File: config.mk
export PLATFORM = sky130hd
export DESIGN_NAME = proportional_refill_rate_limiter
export DESIGN_NICKNAME = d
export VERILOG_FILES = /design/src/prrl_pkg.sv /design/src/proportional_refill_rate_limiter.sv /design/src/prrl_muldiv.sv /design/src/prrl_datapath.sv /design/src/prrl_ctrl.sv
export VERILOG_INCLUDE_DIRS = /design/src /design/src/src
export SDC_FILE = /design/constraint.sdc
export NUM_CORES = 2
export LEC_CHECK = 0
export ABC_AREA = 1
export ABC_CLOCK_PERIOD_IN_PS = 11400
export BUFFER_PORTS_ARGS = -buffer_cell sky130_fd_sc_hd__buf_4
export CAP_MARGIN = 20
export CORE_ASPECT_RATIO = 1.1
export CORE_UTILIZATION = 55
export DETAILED_ROUTE_END_ITERATION = 12
export PLACE_DENSITY = 0.73
export SETUP_SLACK_MARGIN = 0.4
export SYNTH_ARGS = -nofsm -noshare
export SYNTH_HDL_FRONTEND = slang
export SYNTH_SLANG_ARGS = --single-unit
export TNS_END_PERCENT = 5
File: constraint.sdc
create_clock -name clk -period 11.4 [get_ports clk]
set_clock_uncertainty 0.2 [all_clocks]
set_input_delay 1.14 -clock clk [delete_from_list [all_inputs] [get_ports clk]]
set_output_delay 1.14 -clock clk [all_outputs]
set_load 0.05 [all_outputs]
File: src/assert_macros.svh
// ----------------------------------------------------------------------------
// assert_macros.svh
// shared concurrent assertion macros
// ----------------------------------------------------------------------------
`ifndef ASSERT_MACROS_SVH
`define ASSERT_MACROS_SVH

// property must hold at every clock edge out of reset
`define AST_HOLDS(lbl, clk, rst_n, prop, msg) \
    lbl: assert property (@(posedge clk) disable iff (!rst_n) (prop)) else $error(msg);

// condition must never be seen at a clock edge out of reset
`define AST_NEVER(lbl, clk, rst_n, cond, msg) \
    lbl: assert property (@(posedge clk) disable iff (!rst_n) !(cond)) else $error(msg);

`endif

File: src/prrl_pkg.sv
// ----------------------------------------------------------------------------
// prrl_pkg
// types and constants shared by the rate limiter modules
// ----------------------------------------------------------------------------
`default_nettype none

package prrl_pkg;

    localparam int TIME_WIDTH     = 32;
    localparam int QUOTA_WIDTH    = 32;
    localparam int CFG_INDEX_W    = 2;
    localparam int CAPACITY_RESET = 1000;
    localparam int INTERVAL_RESET = 1000;

    localparam logic ENABLE_RESET = 1'b1;

    localparam logic [CFG_INDEX_W-1:0] CFG_ENABLE   = 2'd0;
    localparam logic [CFG_INDEX_W-1:0] CFG_CAPACITY = 2'd1;
    localparam logic [CFG_INDEX_W-1:0] CFG_INTERVAL = 2'd2;

    localparam logic CMD_CONSUME = 1'b0;
    localparam logic CMD_QUERY   = 1'b1;

    typedef enum logic [3:0] {
        S_IDLE,
        S_CHECK,
        S_FILL_RUN,
        S_APPLY,
        S_FULL_START,
        S_FULL_RUN,
        S_DES_START,
        S_DES_RUN,
        S_DONE
    } ctrl_state_t;

    typedef enum logic [1:0] {
        MD_IDLE,
        MD_MUL,
        MD_DIV
    } md_phase_t;

    typedef enum logic [1:0] {
        SEL_FILL,
        SEL_FULL,
        SEL_DES
    } md_sel_t;

    typedef struct packed {
        logic    capture;
        logic    set_disabled;
        logic    set_bypass;
        logic    take_fill;
        logic    apply;
        logic    take_full;
        logic    take_des;
        logic    load_out;
        logic    md_start;
        md_sel_t md_sel;
    } ctrl_cmd_t;

    typedef struct packed {
        logic enable;
        logic fill_bypass;
        logic cap_zero;
        logic md_done;
    } ctrl_status_t;

endpackage

`default_nettype wire

File: src/proportional_refill_rate_limiter.sv
// ----------------------------------------------------------------------------
// proportional_refill_rate_limiter
// token bucket limiter with proportional refill and wait-time reporting
// ----------------------------------------------------------------------------
//  channel  handshake            payload
//  cfg      cfg_valid/cfg_ready  cfg_index, cfg_data
//  in       in_valid/in_stall    command, now_ms, amount, desired_quota
//  out      out_valid/out_stall  quota, wait_full_ms, wait_desired_ms,
//                                full_at_ms, desired_at_ms
//
//  one transaction at a time; W = max(TIME_WIDTH, QUOTA_WIDTH)
//  the serial multiply-divide unit takes W multiply and 2*W divide steps and
//  runs up to three times per transaction (refill, full wait, desired wait)
//  disabled skips all passes; full bucket or zero interval skips the refill pass, zero capacity the waits
//  reset restores capacity 1000, interval 1000, full bucket; cfg_ready stays high
//  a held result does not block the next transaction until its own result is due
// ----------------------------------------------------------------------------
`default_nettype none

module proportional_refill_rate_limiter #(
    parameter int TIME_WIDTH  = prrl_pkg::TIME_WIDTH,
    parameter int QUOTA_WIDTH = prrl_pkg::QUOTA_WIDTH,
    parameter int W           = (TIME_WIDTH > QUOTA_WIDTH) ? TIME_WIDTH : QUOTA_WIDTH
) (
    input  wire logic                             clk,
    input  wire logic                             rst_n,
    input  wire logic                             cfg_valid,
    output logic                                  cfg_ready,
    input  wire logic [prrl_pkg::CFG_INDEX_W-1:0] cfg_index,
    input  wire logic [W-1:0]                     cfg_data,
    input  wire logic                             in_valid,
    output logic                                  in_stall,
    input  wire logic                             command,
    input  wire logic [TIME_WIDTH-1:0]            now_ms,
    input  wire logic [QUOTA_WIDTH-1:0]           amount,
    input  wire logic [QUOTA_WIDTH-1:0]           desired_quota,
    output logic                                  out_valid,
    input  wire logic                             out_stall,
    output logic [QUOTA_WIDTH-1:0]                quota,
    output logic [TIME_WIDTH-1:0]                 wait_full_ms,
    output logic [TIME_WIDTH-1:0]                 wait_desired_ms,
    output logic [TIME_WIDTH-1:0]                 full_at_ms,
    output logic [TIME_WIDTH-1:0]                 desired_at_ms
);

    prrl_pkg::ctrl_cmd_t    cmd;
    prrl_pkg::ctrl_status_t status;

    assign cfg_ready = 1'b1;

    prrl_ctrl u_ctrl (
        .clk      (clk),
        .rst_n    (rst_n),
        .in_valid (in_valid),
        .in_stall (in_stall),
        .out_valid(out_valid),
        .out_stall(out_stall),
        .status   (status),
        .cmd      (cmd)
    );

    prrl_datapath #(
        .TW(TIME_WIDTH),
        .QW(QUOTA_WIDTH),
        .W (W)
    ) u_datapath (
        .clk            (clk),
        .rst_n          (rst_n),
        .cfg_we         (cfg_valid && cfg_ready),
        .cfg_index      (cfg_index),
        .cfg_data       (cfg_data),
        .command        (command),
        .now_ms         (now_ms),
        .amount         (amount),
        .desired_quota  (desired_quota),
        .cmd            (cmd),
        .status         (status),
        .quota          (quota),
        .wait_full_ms   (wait_full_ms),
        .wait_desired_ms(wait_desired_ms),
        .full_at_ms     (full_at_ms),
        .desired_at_ms  (desired_at_ms)
    );

endmodule

`default_nettype wire

File: src/prrl_muldiv.sv
// ----------------------------------------------------------------------------
// prrl_muldiv
// serial floor(a*b/d): shift-add multiply then restoring divide, one bit a cycle
// ----------------------------------------------------------------------------
`default_nettype none

module prrl_muldiv #(
    parameter int W = prrl_pkg::TIME_WIDTH
) (
    input  wire logic           clk,
    input  wire logic           rst_n,
    input  wire logic           start,
    input  wire logic [W-1:0]   a,
    input  wire logic [W-1:0]   b,
    input  wire logic [W-1:0]   d,
    output logic                done,
    output logic [2*W-1:0]      q
);

    localparam int PW    = 2 * W;
    localparam int CNT_W = $clog2(PW);

    prrl_pkg::md_phase_t phase_reg, phase_next;
    logic [CNT_W-1:0]    cnt_reg, cnt_next;
    logic                done_reg, done_next;
    logic [PW-1:0]       prod_reg, prod_next;
    logic [W-1:0]        mcand_reg, mcand_next;
    logic [W-1:0]        div_reg, div_next;
    logic [W-1:0]        rem_reg, rem_next;

    logic [W:0] mul_sum;
    logic [W:0] rem_shift;
    logic [W:0] rem_diff;
    logic       take;
    logic       mul_last;
    logic       div_last;

    assign mul_sum   = {1'b0, prod_reg[PW-1:W]} + (prod_reg[0] ? {1'b0, mcand_reg} : '0);
    assign rem_shift = {rem_reg, prod_reg[PW-1]};
    assign rem_diff  = rem_shift - {1'b0, div_reg};
    assign take      = (rem_shift >= {1'b0, div_reg});
    assign mul_last  = (cnt_reg == CNT_W'(W - 1));
    assign div_last  = (cnt_reg == CNT_W'(PW - 1));

    always_comb
    begin
        phase_next = phase_reg;
        unique case (phase_reg)
            prrl_pkg::MD_IDLE:
            begin
                if (start)
                begin
                    phase_next = prrl_pkg::MD_MUL;
                end
            end
            prrl_pkg::MD_MUL:
            begin
                if (mul_last)
                begin
                    phase_next = prrl_pkg::MD_DIV;
                end
            end
            prrl_pkg::MD_DIV:
            begin
                if (div_last)
                begin
                    phase_next = prrl_pkg::MD_IDLE;
                end
            end
            default:
            begin
                phase_next = prrl_pkg::MD_IDLE;
            end
        endcase
    end

    always_comb
    begin
        cnt_next   = cnt_reg;
        done_next  = 1'b0;
        prod_next  = prod_reg;
        mcand_next = mcand_reg;
        div_next   = div_reg;
        rem_next   = rem_reg;
        unique case (phase_reg)
            prrl_pkg::MD_IDLE:
            begin
                if (start)
                begin
                    cnt_next   = '0;
                    prod_next  = {{W{1'b0}}, b};
                    mcand_next = a;
                    div_next   = d;
                    rem_next   = '0;
                end
            end
            prrl_pkg::MD_MUL:
            begin
                prod_next = {mul_sum, prod_reg[W-1:1]};
                cnt_next  = mul_last ? '0 : cnt_reg + 1'b1;
            end
            prrl_pkg::MD_DIV:
            begin
                rem_next  = take ? rem_diff[W-1:0] : rem_shift[W-1:0];
                prod_next = {prod_reg[PW-2:0], take};
                cnt_next  = cnt_reg + 1'b1;
                done_next = div_last;
            end
            default:
            begin
                cnt_next = '0;
            end
        endcase
    end

    always_ff @(posedge clk or negedge rst_n)
    begin
        if (!rst_n)
        begin
            phase_reg <= prrl_pkg::MD_IDLE;
            cnt_reg   <= '0;
            done_reg  <= 1'b0;
        end
        else
        begin
            phase_reg <= phase_next;
            cnt_reg   <= cnt_next;
            done_reg  <= done_next;
        end
    end

    always_ff @(posedge clk)
    begin
        prod_reg  <= prod_next;
        mcand_reg <= mcand_next;
        div_reg   <= div_next;
        rem_reg   <= rem_next;
    end

    assign done = done_reg;
    assign q    = prod_reg;

endmodule

`default_nettype wire

File: src/prrl_datapath.sv
// ----------------------------------------------------------------------------
// prrl_datapath
// configuration, bucket state, operand selection and result registers
// ----------------------------------------------------------------------------
`default_nettype none

module prrl_datapath #(
    parameter int TW = prrl_pkg::TIME_WIDTH,
    parameter int QW = prrl_pkg::QUOTA_WIDTH,
    parameter int W  = (TW > QW) ? TW : QW
) (
    input  wire logic                             clk,
    input  wire logic                             rst_n,
    input  wire logic                             cfg_we,
    input  wire logic [prrl_pkg::CFG_INDEX_W-1:0] cfg_index,
    input  wire logic [W-1:0]                     cfg_data,
    input  wire logic                             command,
    input  wire logic [TW-1:0]                    now_ms,
    input  wire logic [QW-1:0]                    amount,
    input  wire logic [QW-1:0]                    desired_quota,
    input  wire prrl_pkg::ctrl_cmd_t              cmd,
    output prrl_pkg::ctrl_status_t                status,
    output logic [QW-1:0]                         quota,
    output logic [TW-1:0]                         wait_full_ms,
    output logic [TW-1:0]                         wait_desired_ms,
    output logic [TW-1:0]                         full_at_ms,
    output logic [TW-1:0]                         desired_at_ms
);

    localparam int PW = 2 * W;

    logic          enable_reg, enable_next;
    logic [QW-1:0] capacity_reg, capacity_next;
    logic [TW-1:0] interval_reg, interval_next;
    logic [QW-1:0] stored_reg, stored_next;
    logic [TW-1:0] last_time_reg, last_time_next;

    logic          command_reg;
    logic [TW-1:0] now_reg;
    logic [QW-1:0] amount_reg;
    logic [QW-1:0] desired_reg;
    logic [QW-1:0] refq_reg, refq_next;
    logic [QW-1:0] quota_reg, quota_next;
    logic [TW-1:0] wfull_reg, wfull_next;
    logic [TW-1:0] wdes_reg, wdes_next;

    logic [QW-1:0] quota_out_reg;
    logic [TW-1:0] wfull_out_reg;
    logic [TW-1:0] wdes_out_reg;
    logic [TW-1:0] full_at_reg;
    logic [TW-1:0] des_at_reg;

    logic [TW-1:0] elapsed;
    logic [QW-1:0] room;
    logic [QW-1:0] gap;
    logic [QW-1:0] after_sub;
    logic          consume;
    logic [W-1:0]  md_a, md_b, md_d;
    logic          md_done;
    logic [PW-1:0] md_q;

    prrl_muldiv #(
        .W(W)
    ) u_muldiv (
        .clk  (clk),
        .rst_n(rst_n),
        .start(cmd.md_start),
        .a    (md_a),
        .b    (md_b),
        .d    (md_d),
        .done (md_done),
        .q    (md_q)
    );

    assign consume   = (command_reg == prrl_pkg::CMD_CONSUME);
    assign elapsed   = now_reg - last_time_reg;
    assign room      = capacity_reg - stored_reg;
    assign gap       = (quota_reg < capacity_reg) ? capacity_reg - quota_reg : '0;
    assign after_sub = (amount_reg > refq_reg) ? '0 : refq_reg - amount_reg;

    always_comb
    begin
        case (cmd.md_sel)
            prrl_pkg::SEL_FULL:
            begin
                md_a = W'(interval_reg);
                md_b = W'(gap);
                md_d = W'(capacity_reg);
            end
            prrl_pkg::SEL_DES:
            begin
                md_a = W'(wfull_reg);
                md_b = W'(desired_reg);
                md_d = W'(capacity_reg);
            end
            default:
            begin
                md_a = W'(capacity_reg);
                md_b = W'(elapsed);
                md_d = W'(interval_reg);
            end
        endcase
    end

    always_comb
    begin
        enable_next   = enable_reg;
        capacity_next = capacity_reg;
        interval_next = interval_reg;
        if (cfg_we)
        begin
            unique case (cfg_index)
                prrl_pkg::CFG_ENABLE:   enable_next   = cfg_data[0];
                prrl_pkg::CFG_CAPACITY: capacity_next = cfg_data[QW-1:0];
                prrl_pkg::CFG_INTERVAL: interval_next = cfg_data[TW-1:0];
                default:                enable_next   = enable_reg;
            endcase
        end
    end

    always_comb
    begin
        stored_next    = stored_reg;
        last_time_next = last_time_reg;
        refq_next      = refq_reg;
        quota_next     = quota_reg;
        wfull_next     = wfull_reg;
        wdes_next      = wdes_reg;
        if (cmd.set_disabled)
        begin
            quota_next = capacity_reg;
            wfull_next = '0;
            wdes_next  = '0;
        end
        if (cmd.set_bypass)
        begin
            refq_next = capacity_reg;
        end
        if (cmd.take_fill)
        begin
            refq_next = (md_q >= PW'(room)) ? capacity_reg : stored_reg + md_q[QW-1:0];
        end
        if (cmd.apply)
        begin
            quota_next = consume ? after_sub : refq_reg;
            wfull_next = '0;
            wdes_next  = '0;
            if (consume)
            begin
                stored_next    = after_sub;
                last_time_next = now_reg;
            end
        end
        if (cmd.take_full)
        begin
            wfull_next = md_q[TW-1:0];
        end
        if (cmd.take_des)
        begin
            wdes_next = (|md_q[PW-1:TW]) ? '1 : md_q[TW-1:0];
        end
    end

    always_ff @(posedge clk or negedge rst_n)
    begin
        if (!rst_n)
        begin
            enable_reg    <= prrl_pkg::ENABLE_RESET;
            capacity_reg  <= QW'(prrl_pkg::CAPACITY_RESET);
            interval_reg  <= TW'(prrl_pkg::INTERVAL_RESET);
            stored_reg    <= QW'(prrl_pkg::CAPACITY_RESET);
            last_time_reg <= '0;
        end
        else
        begin
            enable_reg    <= enable_next;
            capacity_reg  <= capacity_next;
            interval_reg  <= interval_next;
            stored_reg    <= stored_next;
            last_time_reg <= last_time_next;
        end
    end

    always_ff @(posedge clk)
    begin
        if (cmd.capture)
        begin
            command_reg <= command;
            now_reg     <= now_ms;
            amount_reg  <= amount;
            desired_reg <= desired_quota;
        end
        refq_reg  <= refq_next;
        quota_reg <= quota_next;
        wfull_reg <= wfull_next;
        wdes_reg  <= wdes_next;
        if (cmd.load_out)
        begin
            quota_out_reg <= quota_reg;
            wfull_out_reg <= wfull_reg;
            wdes_out_reg  <= wdes_reg;
            full_at_reg   <= now_reg + wfull_reg;
            des_at_reg    <= now_reg + wdes_reg;
        end
    end

    assign status.enable      = enable_reg;
    assign status.fill_bypass = (stored_reg >= capacity_reg) || (interval_reg == '0);
    assign status.cap_zero    = (capacity_reg == '0);
    assign status.md_done     = md_done;

    assign quota           = quota_out_reg;
    assign wait_full_ms    = wfull_out_reg;
    assign wait_desired_ms = wdes_out_reg;
    assign full_at_ms      = full_at_reg;
    assign desired_at_ms   = des_at_reg;

endmodule

`default_nettype wire

File: src/prrl_ctrl.sv
// ----------------------------------------------------------------------------
// prrl_ctrl
// sequencer for refill, consume and the two wait computations
// ----------------------------------------------------------------------------
`default_nettype none

`include "assert_macros.svh"

module prrl_ctrl (
    input  wire logic                   clk,
    input  wire logic                   rst_n,
    input  wire logic                   in_valid,
    output logic                        in_stall,
    output logic                        out_valid,
    input  wire logic                   out_stall,
    input  wire prrl_pkg::ctrl_status_t status,
    output prrl_pkg::ctrl_cmd_t         cmd
);

    prrl_pkg::ctrl_state_t state_reg, state_next;
    logic                  out_valid_reg, out_valid_next;
    logic                  out_free;

    assign out_free = !out_valid_reg || !out_stall;

    always_comb
    begin
        state_next = state_reg;
        unique case (state_reg)
            prrl_pkg::S_IDLE:
            begin
                if (in_valid)
                begin
                    state_next = prrl_pkg::S_CHECK;
                end
            end
            prrl_pkg::S_CHECK:
            begin
                if (!status.enable)
                begin
                    state_next = prrl_pkg::S_DONE;
                end
                else if (status.fill_bypass)
                begin
                    state_next = prrl_pkg::S_APPLY;
                end
                else
                begin
                    state_next = prrl_pkg::S_FILL_RUN;
                end
            end
            prrl_pkg::S_FILL_RUN:
            begin
                if (status.md_done)
                begin
                    state_next = prrl_pkg::S_APPLY;
                end
            end
            prrl_pkg::S_APPLY:
            begin
                state_next = status.cap_zero ? prrl_pkg::S_DONE : prrl_pkg::S_FULL_START;
            end
            prrl_pkg::S_FULL_START:
            begin
                state_next = prrl_pkg::S_FULL_RUN;
            end
            prrl_pkg::S_FULL_RUN:
            begin
                if (status.md_done)
                begin
                    state_next = prrl_pkg::S_DES_START;
                end
            end
            prrl_pkg::S_DES_START:
            begin
                state_next = prrl_pkg::S_DES_RUN;
            end
            prrl_pkg::S_DES_RUN:
            begin
                if (status.md_done)
                begin
                    state_next = prrl_pkg::S_DONE;
                end
            end
            prrl_pkg::S_DONE:
            begin
                if (out_free)
                begin
                    state_next = prrl_pkg::S_IDLE;
                end
            end
            default:
            begin
                state_next = prrl_pkg::S_IDLE;
            end
        endcase
    end

    always_comb
    begin
        cmd        = '0;
        cmd.md_sel = prrl_pkg::SEL_FILL;
        unique case (state_reg)
            prrl_pkg::S_IDLE:
            begin
                cmd.capture = in_valid;
            end
            prrl_pkg::S_CHECK:
            begin
                cmd.set_disabled = !status.enable;
                cmd.set_bypass   = status.enable && status.fill_bypass;
                cmd.md_start     = status.enable && !status.fill_bypass;
            end
            prrl_pkg::S_FILL_RUN:
            begin
                cmd.take_fill = status.md_done;
            end
            prrl_pkg::S_APPLY:
            begin
                cmd.apply = 1'b1;
            end
            prrl_pkg::S_FULL_START:
            begin
                cmd.md_start = 1'b1;
                cmd.md_sel   = prrl_pkg::SEL_FULL;
            end
            prrl_pkg::S_FULL_RUN:
            begin
                cmd.take_full = status.md_done;
                cmd.md_sel    = prrl_pkg::SEL_FULL;
            end
            prrl_pkg::S_DES_START:
            begin
                cmd.md_start = 1'b1;
                cmd.md_sel   = prrl_pkg::SEL_DES;
            end
            prrl_pkg::S_DES_RUN:
            begin
                cmd.take_des = status.md_done;
                cmd.md_sel   = prrl_pkg::SEL_DES;
            end
            prrl_pkg::S_DONE:
            begin
                cmd.load_out = out_free;
            end
            default:
            begin
                cmd.md_sel = prrl_pkg::SEL_FILL;
            end
        endcase
    end

    always_comb
    begin
        if (cmd.load_out)
        begin
            out_valid_next = 1'b1;
        end
        else
        begin
            out_valid_next = out_valid_reg && out_stall;
        end
    end

    always_ff @(posedge clk or negedge rst_n)
    begin
        if (!rst_n)
        begin
            state_reg     <= prrl_pkg::S_IDLE;
            out_valid_reg <= 1'b0;
        end
        else
        begin
            state_reg     <= state_next;
            out_valid_reg <= out_valid_next;
        end
    end

    assign in_stall  = (state_reg != prrl_pkg::S_IDLE);
    assign out_valid = out_valid_reg;

    // a result is never written over one that is still waiting
    `AST_NEVER(a_no_overwrite, clk, rst_n, cmd.load_out && out_valid_reg && out_stall,
        "result register loaded while held")
    // an accepted transaction starts its refill check next cycle
    `AST_HOLDS(a_accept_check, clk, rst_n, (in_valid && !in_stall) |=> (state_reg == prrl_pkg::S_CHECK),
        "accepted transaction did not enter check")
    // a new result only follows the done state
    `AST_HOLDS(a_valid_from_done, clk, rst_n, $rose(out_valid_reg) |-> $past(state_reg == prrl_pkg::S_DONE),
        "result raised outside done state")
    // the arithmetic unit finishes only while the sequencer waits for it
    `AST_HOLDS(a_done_in_run, clk, rst_n, status.md_done |-> (state_reg == prrl_pkg::S_FILL_RUN || state_reg == prrl_pkg::S_FULL_RUN || state_reg == prrl_pkg::S_DES_RUN),
        "arithmetic done seen outside a run state")

endmodule

`default_nettype wire
==> reports/summary.txt <==
Pin count of the biggest net entering global routing: 84
DRC viols: 0
Cells after synthesis: 5,992
Setup-failing EPs final: 0
Pre-Repair DR Iteration Count: 6
CP Buf/Inv Count: 4
Worst flop-to-flop path startpoint: u_datapath.capacity_reg[1]
Count of cell types in the netlist: 60
Iteration-0 DRC count of the detailed router: 5,495
Vias/cell: 5.87
# rows: 111
Final TNS setup: 0 ps
Gr ovfl total: 0
Placed Cells: 7,334
Crit-path max cell delay: 710 ps
Htree depth: 3
DR WL/cell: 23.4 microns
Fillers: 7,509
Worst reg-to-reg setup slack: 6520 ps
Area of the multi-input gates: 0.0226 sq mm
Die Y: 307 microns
Clock sinks: 688
Die Width: 279 microns
Total wire length: 175,000 microns
WHS Path Cells: 0
Die area: 0.0856 sq mm
First-pass GRT wire length: 254,000 microns
Ratio of cells with drive above 1 in the final layout: 0.0824
Initial antenna violation count: 6
Synth warn: 0
Clock root buffer: clkbuf_16
Tmin final: 4880 ps
Area Overhead vs Synth: 13.1%
Normalized max-slew margin: 0.282
Switching Share: 0.277
Post_cts resized: 0
Post-DRT Antenna Nets: 0
Cell Pwr Density: 119 mW/mm^2
GPL Wtd Cong: 1.03
Fmax: 205 MHz
Slowest cell on crit path: dfrtp_1
Final Max Slew Viols: 0
Final Hold Fails: 0
Mapped Area: 0.0464 sq mm
CTS buffer count: 76
Starting Density: 0.556
Number of global-route vias before repair: 41,018
CP Capture Type: flop
CTS Hold Buffers Added: 0
Crit path DAT: 5090 ps
Post-CTS Setup Bufs: 0
Flop pwr share: 0.451
Comb pwr share: 0.136
Final period utilization: 0.428
Run status: finished clean
Number of synthesized register bits: 688
Commonest cells after routing, fill and taps aside: nand2_1, inv_1, nor2_1
Worst hold start: u_datapath.quota_reg[23]
Clk pin slew, worst setup/hold paths: 60 ps
VDD IR max: 117 uV
Number of port buffers: 297
Most frequent CP cell: nand2_1
Vias: 43,923
Overall routing resource usage: 0.403
Power Internal: 4.52 mW
Post-DP HPWL: 140,000 microns
Crit-path max FO: 28
Part of the Yosys area used for sequential elements: 0.430
WS Path Type: flop to flop
Core Box Area: 0.0835 sq mm
Top FF cell, synth: edfxtp_1
IO Pins: 299
Worst Hold Endpoint: u_datapath.quota[23]
Worst Reg-to-Reg Cells: 22
Worst reg2reg endpoint: u_datapath.refq_reg[9]
CTS tree: yes
MaxCap Viol Count: 0
RSZ-0062 raised after global routing: false
Max Root-Sink Buffers: 3
EDFF count, synth: 545
Clock latency on the worst-skew pair: 680 ps
Clock share of power: 0.414
Most common cell after layout, fill and taps aside: nand2_1
Syn Nets: 6,457
Leak pwr: 23.7 nW
Avg Cell Area, Syn: 7.75 sq um
Seq. cell area: 0.0200 sq mm
Psw: 1.73 mW
Worst hold path type: flop to flop
CP cell instances: inv_1 -> fa_1 -> inv_1 -> nand2_1 -> nand2_1 -> nand3_1 -> nand2_1 -> nand2_1 -> nand2_1 -> a21oi_1 -> o21bai_1 -> xnor2_1 -> ha_1 -> nand2_1 -> inv_1 -> o21ai_0 -> nand2_1 -> nor4_4 -> buf_4 -> nand2_4 -> nand2_1 -> nand2_1
Post-Layout Cell Count: 7,477
Worst Path Required: 11,610 ps
Number of nets in the layout: 6,748
CP Launch Type: flop
Worst slew pin tran: 1070 ps
Crit path max-delay family: simple AND/OR/NAND/NOR gates
Synth async-reset ratio: 0.208
## metrics by stage
step	area, sq um	total power [mW]	worst slack (ps)	hold WS, ps	utilization
floorplan	46400	3.37	1810	226	-
CTS	52500	6.24	6170	263	0.629
detailed placement	49900	3.69	6220	248	0.598
global route	52500	6.43	6320	271	0.629
global placement	49900	3.69	6380	239	0.598
finish	52500	6.25	6520	261	0.629
## power groups by stage
stage               Clock [mW]  Combinational, mW  Sequential (mW)
floorplan                    0              0.531             2.84
global placement             0              0.832             2.86
detailed placement           0              0.825             2.86
CTS                       2.60              0.831             2.81
global route              2.69              0.925             2.82
finish                    2.59              0.849             2.82
## cell usage after synthesis, types with 13 or more instances
| cell type | count | area (sq um) |
|---|---|---|
| nand2_1 | 1726 | 6480 |
| inv_1 | 893 | 3350 |
| nor2_1 | 553 | 2080 |
| edfxtp_1 | 545 | 16400 |
| a21oi_1 | 428 | 2140 |
| o21ai_0 | 371 | 1860 |
| ha_1 | 320 | 4000 |
| nand3_1 | 281 | 1410 |
| dfrtp_1 | 124 | 3100 |
| xor2_1 | 107 | 937 |
| clkbuf_1 | 82 | 308 |
| nand4_1 | 75 | 469 |
| nor3_1 | 58 | 290 |
| nand3b_1 | 43 | 323 |
| xnor2_1 | 41 | 359 |
| a31oi_1 | 33 | 206 |
| o21bai_1 | 32 | 240 |
| o221ai_1 | 31 | 272 |
| a21o_1 | 28 | 210 |
| nor4_1 | 22 | 138 |
| o22ai_1 | 20 | 125 |
| buf_2 | 19 | 95.1 |
| dfstp_2 | 19 | 499 |
| o211ai_1 | 13 | 97.6 |
| o21a_1 | 13 | 97.6 |
## kinds of logic after synthesis
logic type                 count (synthesis)  share of synthesized area
adders and majority gates                329                     0.0901
DFF                                      688                      0.430
buffers and inverters                   1017                     0.0844
xor gates and xnor gates                 148                     0.0279
other                                      1                  0.0000808
and+or+nand+nor                         2802                      0.248
AOI/OAI and AO/OA                       1007                      0.119
## worst max-delay path by stage
stage,startpoint,end,cells after the start
after global routing,u_datapath.capacity_reg[6],u_datapath.refq_reg[21],19
after detailed placement,u_datapath.capacity_reg[1],u_datapath.u_muldiv.q[58],16
after global placement,u_datapath.capacity_reg[1],u_datapath.u_muldiv.q[58],16
after floorplan,out_stall,u_datapath.desired_at_ms[0],1
after CTS,u_datapath.capacity_reg[1],u_datapath.u_muldiv.q[55],16
final,u_datapath.capacity_reg[1],u_datapath.refq_reg[9],22
## layout make-up
cell class / count / area share
diodes: 1 / 0.0000477
clock buffers: 93 / 0.0390
clock inverters: 48 / 0.0105
inverters: 897 / 0.0642
multi-input cells: 4287 / 0.431
flip-flops and latches: 688 / 0.380
well taps: 1130 / 0.0269
repair buffers: 333 / 0.0479
## layer usage
metal | global-route usage | up-vias | share of wire
li1 | - | 20391 | -
met5 | 0 | - | 0.00023
met2 | 0.605 | 2558 | 0.43
met3 | 0.0878 | 438 | 0.12
met4 | 0.212 | 6 | 0.059
met1 | 0.547 | 20530 | 0.40
(Power assumes the default switching activity.)
